### src/sv/hbp_pkg.sv
// ----------------------------------------------------------------------------
// hbp_pkg - shared types and constants for the HTTP header block parser
// Byte classes, tag codes, parser phases and default limits.
// ----------------------------------------------------------------------------
package hbp_pkg;

    // Default limits
    localparam int unsigned MAX_FIELD_LEN_DEF = 256;
    localparam int unsigned MAX_BLOCK_LEN_DEF = 65535;

    // Offset counter: saturates one past the 16-bit range
    localparam int          OFF_W   = 17;
    localparam int          BLEN_W  = 16;

    // Delimiter characters
    localparam logic [7:0] CH_COLON = 8'h3A;
    localparam logic [7:0] CH_CR    = 8'h0D;
    localparam logic [7:0] CH_LF    = 8'h0A;
    localparam logic [7:0] CH_SP    = 8'h20;

    // Tag attached to every byte
    typedef enum logic [2:0] {
        K_NAME  = 3'd0,
        K_VALUE = 3'd1,
        K_DELIM = 3'd2,
        K_LINE  = 3'd3,
        K_END   = 3'd4,
        K_ERR   = 3'd5,
        K_IGN   = 3'd6
    } kind_t;

    // Parser phase, one-hot
    typedef enum logic [6:0] {
        PH_LINE     = 7'b0000001,
        PH_NAME     = 7'b0000010,
        PH_COLON    = 7'b0000100,
        PH_VALUE    = 7'b0001000,
        PH_LF       = 7'b0010000,
        PH_FINAL_LF = 7'b0100000,
        PH_DONE     = 7'b1000000
    } phase_t;

    // Byte classification flags
    typedef struct packed {
        logic is_token;
        logic is_colon;
        logic is_cr;
        logic is_lf;
        logic is_sp;
    } byte_class_t;

    // Control from the pipeline to the parser core
    typedef struct packed {
        logic step;
        logic start;
    } step_ctrl_t;

    // Per-byte result from the parser core
    typedef struct packed {
        kind_t              kind;
        logic [BLEN_W-1:0]  blen;
    } step_res_t;

    // Token byte: visible ASCII minus the separators
    function automatic logic is_token_f(input logic [7:0] c);
        logic r;
        begin
            r = (c >= 8'd33) && (c <= 8'd126);
            case (c)
                8'h28, 8'h29, 8'h3C, 8'h3E, 8'h40, 8'h2C, 8'h3B, 8'h3A,
                8'h5C, 8'h22, 8'h2F, 8'h5B, 8'h5D, 8'h3F, 8'h3D, 8'h7B,
                8'h7D:   r = 1'b0;
                default: r = r;
            endcase
            return r;
        end
    endfunction

endpackage

### src/sv/hbp_in_if.sv
// ----------------------------------------------------------------------------
// hbp_in_if - input byte channel
// Valid/ready channel carrying one header byte and its start flag.
// ----------------------------------------------------------------------------
interface hbp_in_if;
    logic       valid;
    logic       ready;
    logic       start_req;
    logic [7:0] data_byte;

    modport source (output valid, output start_req, output data_byte, input ready);
    modport sink   (input valid, input start_req, input data_byte, output ready);
endinterface

### src/sv/hbp_out_if.sv
// ----------------------------------------------------------------------------
// hbp_out_if - tagged byte channel
// Valid/ready channel carrying the tag, the byte and the block length.
// ----------------------------------------------------------------------------
interface hbp_out_if;
    logic                       valid;
    logic                       ready;
    hbp_pkg::kind_t             kind;
    logic [7:0]                 out_byte;
    logic [hbp_pkg::BLEN_W-1:0] block_length;

    modport source (output valid, output kind, output out_byte, output block_length,
                    input ready);
    modport sink   (input valid, input kind, input out_byte, input block_length,
                    output ready);
endinterface

### src/sv/hbp_byte_class.sv
// ----------------------------------------------------------------------------
// hbp_byte_class - byte classifier
// Decodes one byte into token and delimiter flags.
// ----------------------------------------------------------------------------
module hbp_byte_class (
    input  logic [7:0]           data_byte,
    output hbp_pkg::byte_class_t cls
);

    // Flat decode of the byte
    always_comb
    begin
        cls.is_token = hbp_pkg::is_token_f(data_byte);
        cls.is_colon = (data_byte == hbp_pkg::CH_COLON);
        cls.is_cr    = (data_byte == hbp_pkg::CH_CR);
        cls.is_lf    = (data_byte == hbp_pkg::CH_LF);
        cls.is_sp    = (data_byte == hbp_pkg::CH_SP);
    end

endmodule

### src/sv/hbp_core.sv
// ----------------------------------------------------------------------------
// hbp_core - header parser state and step logic
// Holds phase, field length and block offset; tags one byte per step.
// ----------------------------------------------------------------------------
module hbp_core #(
    parameter int unsigned MAX_FIELD_LEN = hbp_pkg::MAX_FIELD_LEN_DEF,
    parameter int unsigned MAX_BLOCK_LEN = hbp_pkg::MAX_BLOCK_LEN_DEF
) (
    input  logic                 clk,
    input  logic                 rst_n,
    input  hbp_pkg::step_ctrl_t  ctrl,
    input  hbp_pkg::byte_class_t cls,
    output hbp_pkg::step_res_t   res
);

    localparam int OFF_W = hbp_pkg::OFF_W;
    localparam int FL_W  = $clog2(MAX_FIELD_LEN);
    localparam logic [FL_W-1:0]  FL_MAX  = FL_W'(MAX_FIELD_LEN - 1);
    localparam logic [FL_W-1:0]  FL_ONE  = FL_W'(1);
    localparam logic [OFF_W-1:0] OFF_SAT = OFF_W'(1) << hbp_pkg::BLEN_W;
    localparam logic [OFF_W-1:0] LIMIT   = (MAX_BLOCK_LEN > 32'd65535)
                                          ? (OFF_SAT - OFF_W'(1))
                                          : OFF_W'(MAX_BLOCK_LEN);

    hbp_pkg::phase_t  phase_reg, phase_next;
    logic [FL_W-1:0]  field_len_reg, field_len_next;
    logic [OFF_W-1:0] offset_reg, offset_next;

    hbp_pkg::phase_t  ph;
    logic [FL_W-1:0]  fl;
    logic [OFF_W-1:0] off;
    logic             grow_ok;
    hbp_pkg::kind_t   kind;

    // Start flag clears state before the byte is judged
    always_comb
    begin
        ph  = ctrl.start ? hbp_pkg::PH_LINE : phase_reg;
        fl  = ctrl.start ? '0 : field_len_reg;
        off = ctrl.start ? '0 : offset_reg;
    end

    // Phase transition and tag
    always_comb
    begin
        kind           = hbp_pkg::K_IGN;
        phase_next     = ph;
        field_len_next = fl;
        grow_ok        = 1'b0;
        offset_next    = (off < OFF_SAT) ? (off + OFF_W'(1)) : off;
        res.blen       = '0;

        if ((ph != hbp_pkg::PH_DONE) && (off > LIMIT))
        begin
            kind = hbp_pkg::K_ERR;
        end
        else
        begin
            case (ph)
                hbp_pkg::PH_LINE:
                begin
                    if (cls.is_token)
                    begin
                        field_len_next = FL_ONE;
                        kind           = hbp_pkg::K_NAME;
                        phase_next     = hbp_pkg::PH_NAME;
                    end
                    else if (cls.is_cr)
                    begin
                        kind       = hbp_pkg::K_LINE;
                        phase_next = hbp_pkg::PH_FINAL_LF;
                    end
                    else
                        kind = hbp_pkg::K_ERR;
                end
                hbp_pkg::PH_NAME:
                begin
                    grow_ok = (fl < FL_MAX);
                    if (cls.is_token)
                    begin
                        kind = grow_ok ? hbp_pkg::K_NAME : hbp_pkg::K_ERR;
                        if (grow_ok)
                            field_len_next = fl + FL_ONE;
                    end
                    else if (cls.is_colon)
                    begin
                        kind       = hbp_pkg::K_DELIM;
                        phase_next = hbp_pkg::PH_COLON;
                    end
                    else
                        kind = hbp_pkg::K_ERR;
                end
                hbp_pkg::PH_COLON:
                begin
                    // value length restarts from zero here
                    field_len_next = '0;
                    if (cls.is_sp)
                    begin
                        kind       = hbp_pkg::K_DELIM;
                        phase_next = hbp_pkg::PH_VALUE;
                    end
                    else if (cls.is_cr)
                    begin
                        kind       = hbp_pkg::K_LINE;
                        phase_next = hbp_pkg::PH_LF;
                    end
                    else
                    begin
                        grow_ok        = (FL_MAX != '0);
                        kind           = grow_ok ? hbp_pkg::K_VALUE : hbp_pkg::K_ERR;
                        field_len_next = grow_ok ? FL_ONE : '0;
                        phase_next     = hbp_pkg::PH_VALUE;
                    end
                end
                hbp_pkg::PH_VALUE:
                begin
                    grow_ok = (fl < FL_MAX);
                    if (cls.is_cr)
                    begin
                        kind       = hbp_pkg::K_LINE;
                        phase_next = hbp_pkg::PH_LF;
                    end
                    else
                    begin
                        kind = grow_ok ? hbp_pkg::K_VALUE : hbp_pkg::K_ERR;
                        if (grow_ok)
                            field_len_next = fl + FL_ONE;
                    end
                end
                hbp_pkg::PH_LF:
                begin
                    if (cls.is_lf)
                    begin
                        kind       = hbp_pkg::K_LINE;
                        phase_next = hbp_pkg::PH_LINE;
                    end
                    else
                        kind = hbp_pkg::K_ERR;
                end
                hbp_pkg::PH_FINAL_LF:
                begin
                    if (cls.is_lf)
                    begin
                        kind       = hbp_pkg::K_END;
                        res.blen   = off[hbp_pkg::BLEN_W-1:0];
                        phase_next = hbp_pkg::PH_DONE;
                    end
                    else
                        kind = hbp_pkg::K_ERR;
                end
                default:
                    kind = hbp_pkg::K_IGN;
            endcase
        end

        // any error parks the parser until the next start
        if (kind == hbp_pkg::K_ERR)
            phase_next = hbp_pkg::PH_DONE;

        res.kind = kind;
    end

    // State registers, updated once per processed byte
    always_ff @(posedge clk or negedge rst_n)
    begin
        if (!rst_n)
        begin
            phase_reg     <= hbp_pkg::PH_LINE;
            field_len_reg <= '0;
            offset_reg    <= '0;
        end
        else if (ctrl.step)
        begin
            phase_reg     <= phase_next;
            field_len_reg <= field_len_next;
            offset_reg    <= offset_next;
        end
    end

    // Checks
    a_phase_onehot: assert property (@(posedge clk) disable iff (!rst_n)
        $onehot(phase_reg))
        else $error("parser phase not one-hot");

    a_end_parks: assert property (@(posedge clk) disable iff (!rst_n)
        (ctrl.step && (res.kind == hbp_pkg::K_END)) |=> (phase_reg == hbp_pkg::PH_DONE))
        else $error("block end did not park the parser");

    a_field_bound: assert property (@(posedge clk) disable iff (!rst_n)
        field_len_reg <= FL_MAX)
        else $error("field length beyond limit");

endmodule

### src/sv/http_header_block_parser_unit.sv
// ----------------------------------------------------------------------------
// http_header_block_parser_unit - HTTP/1.1 header block byte tagger
// Tags each byte of a header block and reports the block length at its end.
// ----------------------------------------------------------------------------
//  channel | dir | payload                              | handshake
//  in_ch   | in  | start_req, data_byte                 | valid/ready
//  out_ch  | out | kind, out_byte, block_length         | valid/ready
//
//  One byte per cycle while the output is not stalled; each byte passes the
//  input register, the step logic and the result register in that order.
//  The phase and offset registers close a loop through the step logic.
//  Reset puts the parser at line start with offset zero; no clearing pass.
//  A stalled output holds the result; the input register keeps accepting as
//  long as the result register frees up in the same cycle.
// ----------------------------------------------------------------------------
module http_header_block_parser_unit #(
    parameter int unsigned MAX_FIELD_LEN = hbp_pkg::MAX_FIELD_LEN_DEF,
    parameter int unsigned MAX_BLOCK_LEN = hbp_pkg::MAX_BLOCK_LEN_DEF
) (
    input  logic      clk,
    input  logic      rst_n,
    hbp_in_if.sink    in_ch,
    hbp_out_if.source out_ch
);

    logic                       stage_valid_reg;
    logic                       stage_start_reg;
    logic [7:0]                 stage_byte_reg;
    logic                       out_valid_reg;
    hbp_pkg::kind_t             out_kind_reg;
    logic [7:0]                 out_byte_reg;
    logic [hbp_pkg::BLEN_W-1:0] out_blen_reg;

    logic                 advance;
    logic                 in_xfer;
    hbp_pkg::step_ctrl_t  ctrl;
    hbp_pkg::byte_class_t cls;
    hbp_pkg::step_res_t   res;

    // Handshake
    assign advance     = !out_valid_reg || out_ch.ready;
    assign in_ch.ready = !stage_valid_reg || advance;
    assign in_xfer     = in_ch.valid && in_ch.ready;
    assign ctrl.step   = stage_valid_reg && advance;
    assign ctrl.start  = stage_start_reg;

    // Input register
    always_ff @(posedge clk or negedge rst_n)
    begin
        if (!rst_n)
            stage_valid_reg <= 1'b0;
        else if (in_xfer)
            stage_valid_reg <= 1'b1;
        else if (ctrl.step)
            stage_valid_reg <= 1'b0;
    end

    always_ff @(posedge clk)
    begin
        if (in_xfer)
        begin
            stage_start_reg <= in_ch.start_req;
            stage_byte_reg  <= in_ch.data_byte;
        end
    end

    hbp_byte_class u_class (
        .data_byte (stage_byte_reg),
        .cls       (cls)
    );

    hbp_core #(
        .MAX_FIELD_LEN (MAX_FIELD_LEN),
        .MAX_BLOCK_LEN (MAX_BLOCK_LEN)
    ) u_core (
        .clk   (clk),
        .rst_n (rst_n),
        .ctrl  (ctrl),
        .cls   (cls),
        .res   (res)
    );

    // Result register
    always_ff @(posedge clk or negedge rst_n)
    begin
        if (!rst_n)
            out_valid_reg <= 1'b0;
        else if (advance)
            out_valid_reg <= stage_valid_reg;
    end

    always_ff @(posedge clk)
    begin
        if (ctrl.step)
        begin
            out_kind_reg <= res.kind;
            out_byte_reg <= stage_byte_reg;
            out_blen_reg <= res.blen;
        end
    end

    assign out_ch.valid        = out_valid_reg;
    assign out_ch.kind         = out_kind_reg;
    assign out_ch.out_byte     = out_byte_reg;
    assign out_ch.block_length = out_blen_reg;

    // Checks
    a_ready_when_empty: assert property (@(posedge clk) disable iff (!rst_n)
        !out_valid_reg |-> in_ch.ready)
        else $error("input stalled with empty result register");

    a_blen_only_at_end: assert property (@(posedge clk) disable iff (!rst_n)
        (out_valid_reg && (out_kind_reg != hbp_pkg::K_END)) |-> (out_blen_reg == '0))
        else $error("block length set on a byte that is not block end");

    a_step_loads_result: assert property (@(posedge clk) disable iff (!rst_n)
        ctrl.step |=> out_valid_reg)
        else $error("processed byte left no result");

endmodule
### src/flat_wrapper.sv
// flat-port wrapper written by rule: the top's interface ports become plain ports
module http_header_block_parser_unit_flat 
#(
    parameter int unsigned MAX_FIELD_LEN = hbp_pkg::MAX_FIELD_LEN_DEF,
    parameter int unsigned MAX_BLOCK_LEN = hbp_pkg::MAX_BLOCK_LEN_DEF
)
  (clk, rst_n, in_ch_valid, in_ch_start_req, in_ch_data_byte, in_ch_ready, out_ch_valid, out_ch_kind, out_ch_out_byte, out_ch_block_length, out_ch_ready);
  hbp_in_if in_ch_i ();
  hbp_out_if out_ch_i ();
  input  logic clk;
  input  logic rst_n;
  input wire logic [$bits(in_ch_i.valid)-1:0] in_ch_valid;
  input wire logic [$bits(in_ch_i.start_req)-1:0] in_ch_start_req;
  input wire logic [$bits(in_ch_i.data_byte)-1:0] in_ch_data_byte;
  output wire logic [$bits(in_ch_i.ready)-1:0] in_ch_ready;
  output wire logic [$bits(out_ch_i.valid)-1:0] out_ch_valid;
  output wire logic [$bits(out_ch_i.kind)-1:0] out_ch_kind;
  output wire logic [$bits(out_ch_i.out_byte)-1:0] out_ch_out_byte;
  output wire logic [$bits(out_ch_i.block_length)-1:0] out_ch_block_length;
  input wire logic [$bits(out_ch_i.ready)-1:0] out_ch_ready;
  assign in_ch_i.valid = in_ch_valid;
  assign in_ch_i.start_req = in_ch_start_req;
  assign in_ch_i.data_byte = in_ch_data_byte;
  assign in_ch_ready = in_ch_i.ready;
  assign out_ch_valid = out_ch_i.valid;
  assign out_ch_kind = out_ch_i.kind;
  assign out_ch_out_byte = out_ch_i.out_byte;
  assign out_ch_block_length = out_ch_i.block_length;
  assign out_ch_i.ready = out_ch_ready;
  http_header_block_parser_unit #(.MAX_FIELD_LEN(MAX_FIELD_LEN), .MAX_BLOCK_LEN(MAX_BLOCK_LEN)) u_core (.clk(clk), .rst_n(rst_n), .in_ch(in_ch_i), .out_ch(out_ch_i));
endmodule
### config.mk
export PLATFORM = sky130hd
export DESIGN_NAME = http_header_block_parser_unit_flat
export DESIGN_NICKNAME = d
export VERILOG_FILES = /design/src/sv/hbp_pkg.sv /design/src/sv/hbp_in_if.sv /design/src/sv/hbp_out_if.sv /design/src/sv/hbp_byte_class.sv /design/src/sv/hbp_core.sv /design/src/sv/http_header_block_parser_unit.sv /design/src/flat_wrapper.sv
export SDC_FILE = /design/constraint.sdc
export NUM_CORES = 1
export LEC_CHECK = 0
export ABC_AREA = 0
export BUFFER_PORTS_ARGS = -buffer_cell sky130_fd_sc_hd__buf_4
export CAP_MARGIN = 20
export CELL_PAD_IN_SITES_DETAIL_PLACEMENT = 1
export CELL_PAD_IN_SITES_GLOBAL_PLACEMENT = 1
export CORE_MARGIN = 8
export CORE_UTILIZATION = 40
export CTS_CLUSTER_DIAMETER = 30
export DETAILED_ROUTE_END_ITERATION = 7
export PLACE_DENSITY = 0.74
export SYNTH_ARGS = -nofsm -noshare
export SYNTH_HDL_FRONTEND = slang
export SYNTH_SLANG_ARGS = --single-unit
### constraint.sdc
create_clock -name clk -period 7.85 [get_ports clk]
set_clock_uncertainty 0.2 [all_clocks]
set_input_delay 1.57 -clock clk [delete_from_list [all_inputs] [get_ports clk]]
set_output_delay 1.57 -clock clk [all_outputs]
set_load 0.005 [all_outputs]
==> results_dict.tcl <==
set metrics [dict create \
    dieArea_mm2 0.0131 \
    fin_util 0.464 \
    grt_overflow 0 \
    synthCells 399 \
    grt_pass1_vias 3429 \
    slew_headroom 0.452 \
    die_x_um 115 \
    period_share 0.507 \
    vias_per_cell 5.76 \
    timing.critical_path.buf_inv 4 \
    placementRows 36 \
    cts.sinks 70 \
    antenna_found_initial 0 \
    finalNonFillerCells 571 \
    grt_setup_unrepaired "no" \
    powerDensity_mw_per_mm2 206 \
    fin_total_pwr_mw 0.915 \
    crit_path_frequent_cell "buf_4" \
    mostFrequentLayoutCells "buf_4 (44), nand2_1 (39), edfxtp_1 (36)" \
    worstPathArrival_ns 4.06 \
    yosysTopAreaCellShare 0.278 \
    ys_seq_area_frac 0.497 \
    critPathMaxFanout 29 \
    nNetsFinal 448 \
    synth_area_leaders "edfxtp_1 (28%), dfrtp_1 (21%), nand2_1 (3.8%), and2_1 (3.2%), o21ai_0 (3.1%)" \
    dp_hpwl_um 7210 \
    ir_worst_vdd_mv 0.0785 \
    final_layout_size_suffix_gt1_frac 0.158 \
    clk_latency_ns 0.34 \
    crit_slowest_cell "clkinv_1" \
    gp_congestion 0.815 \
    largest_reg_flops 17 \
    via_count 3289 \
    post-place-cells 555 \
    core_area_mm2 0.00959 \
    netlist_area_mm2 0.00389 \
    outcome "finished, final reports clean" \
    cts_setup_buffers 0 \
    p_leak_nw 1.72 \
    grt_pass1_wl_um 17200 \
    period_minus_slack_ns 3.98 \
    cts_resized 0 \
    synth_top_area_cell "edfxtp_1" \
    synth_edf_count 36 \
    layout_commonest_cell "buf_4" \
    h-tree-depth 3 \
    antenna_cells 0 \
    final_cell_area_mm2 0.00445 \
    ys_async_sr_fraction 0.486 \
    drc_errors 0 \
    synthesis.nets 414 \
    maxSlewViolCount 0 \
    grt_max_degree 40 \
    ant_nets 0 \
    hold-worst-slack_ns 0.297 \
    critPathCaptureType "register" \
    cts.path.max_buffers 2 \
    maxCapViolCount 0 \
    root_buffer "clkbuf_8" \
    die_h_um 115 \
    syn_area_per_cell_um2 9.74 \
    clkSlewWorstSetupHoldPaths_ns 0.08 \
    grtUsageTotal 0.164 \
    synth_cell_types 62 \
    areaGrowthSynthToFinish_pct 14.5 \
    start_kind "input port" \
    r2r_slack_ns 4.49 \
    start_util 0.405 \
    fmaxAchievable_mhz 251 \
    yosys_warnings 0 \
    wl_per_cell_um 17.8 \
    drt-total-wl_um 10200 \
    placed_cell_area_mm2 0.00429 \
    num_io_pins 42 \
    cp.required_ns 7.93 \
    tns_ns 0 \
    cp_cell_sequence "buf_4 > nand2b_1 > nand2_1 > buf_4 > clkinv_1 > buf_4 > nand3_1 > a21oi_1 > a31o_2 > a21oi_1" \
    fin_ws_ns 3.87 \
    drt_iter0_drc 141 \
    max_stage_delay_ns 0.74 \
    cp_top_family "buffers and inverters" \
    cts_hold_buf 0 \
    synth-main-ff-cell "edfxtp_1" \
    finalHoldViolations 0 \
    cts_tree "yes" \
    tightest_slew_ns 0.817 \
    path_class "in2reg" \
    dp_worst_setup_slack_ns 3.50 \
    min_path_type "reg2reg" \
    setup_viol 0 \
    ys_ff_latch 70 \
    cts_buffers 9 \
    drt_first_pass_iters 4 \
    numPortBuffers 41 \
]
-- layout make-up --
class,instances,area [µm²]
clock buffer,11,131
timing repair buffer,44,330
multi-input combinational,298,1820
inverter,10,37.5
sequential,70,1930
clock inverter,5,27.5
fill,1114,5140
tap,133,166
-- path summary, 6_finish.rpt --
check	cells after the start	endpoint	start
min reg2reg	1	u_core.out_ch.valid$_DFFE_PN0P_	u_core.stage_valid_reg$_DFFE_PN0P_
max in group asynchronous	1	u_core.u_core.phase_reg[0]$_DFFE_PN1P_	rst_n
min in group asynchronous	1	u_core.u_core.offset_reg[15]$_DFFE_PN0P_	rst_n
min	1	u_core.out_ch.valid$_DFFE_PN0P_	u_core.stage_valid_reg$_DFFE_PN0P_
max reg2reg	9	u_core.u_core.phase_reg[1]$_DFFE_PN0P_	u_core.stage_start_reg$_DFFE_PP_
max	10	u_core.u_core.phase_reg[4]$_DFFE_PN0P_	out_ch_ready
-- report_power, final --
group | switching, mW | leakage, nW | total (mW) | internal (mW)
clock | 0.139 | 0.0744 | 0.251 | 0.112
combinational | 0.116 | 0.843 | 0.193 | 0.0770
sequential | 0.0425 | 0.805 | 0.471 | 0.429
-- metal layers --
| metal | part of all wire | wire length (µm) | track usage |
|---|---|---|---|
| met1 | 0.44 | 4500 | 0.196 |
| met2 | 0.50 | 5030 | 0.278 |
| met3 | 0.043 | 436 | 0.0359 |
| met4 | 0.018 | 178 | 0.0692 |
| met5 | 0 | 0 | 0 |
-- kinds of logic after synthesis --
group,count (synthesis),share of synthesized area
compound gates,91,0.163
xor+xnor,4,0.00901
fa+ha+maj,2,0.00644
buf+inv,31,0.0335
flops,70,0.497
mux,9,0.0235
simple gates,192,0.267
-- Yosys cell counts (2+ instances only) --
master     n
ha_1       2
nor4_1     4
nor3b_1    2
and3_1    12
nand4b_1   3
a311o_1    4
nand3b_1   3
o211ai_1   8
nand3_1   14
o31ai_1    2
o21bai_1   2
or3_1      4
nor2b_1   12
nand4_1   13
a31oi_1    3
inv_1      9
and2_1    20
a21oi_1   19
nor3_1    15
xor2_1     4
nand2_1   39
o22ai_1    3
edfxtp_1  36
a22oi_1    3
and4_1     2
dfrtp_1   33
a21o_1     3
nor4b_1    2
a41o_1     3
clkbuf_1  11
nor2_1    31
buf_2      8
a22o_1     2
or2_2      3
nand2b_1   7
o21ai_0   24
a32oi_1    2
mux2i_1    8
No activity file was read; power rests on OpenSTA's default activity.
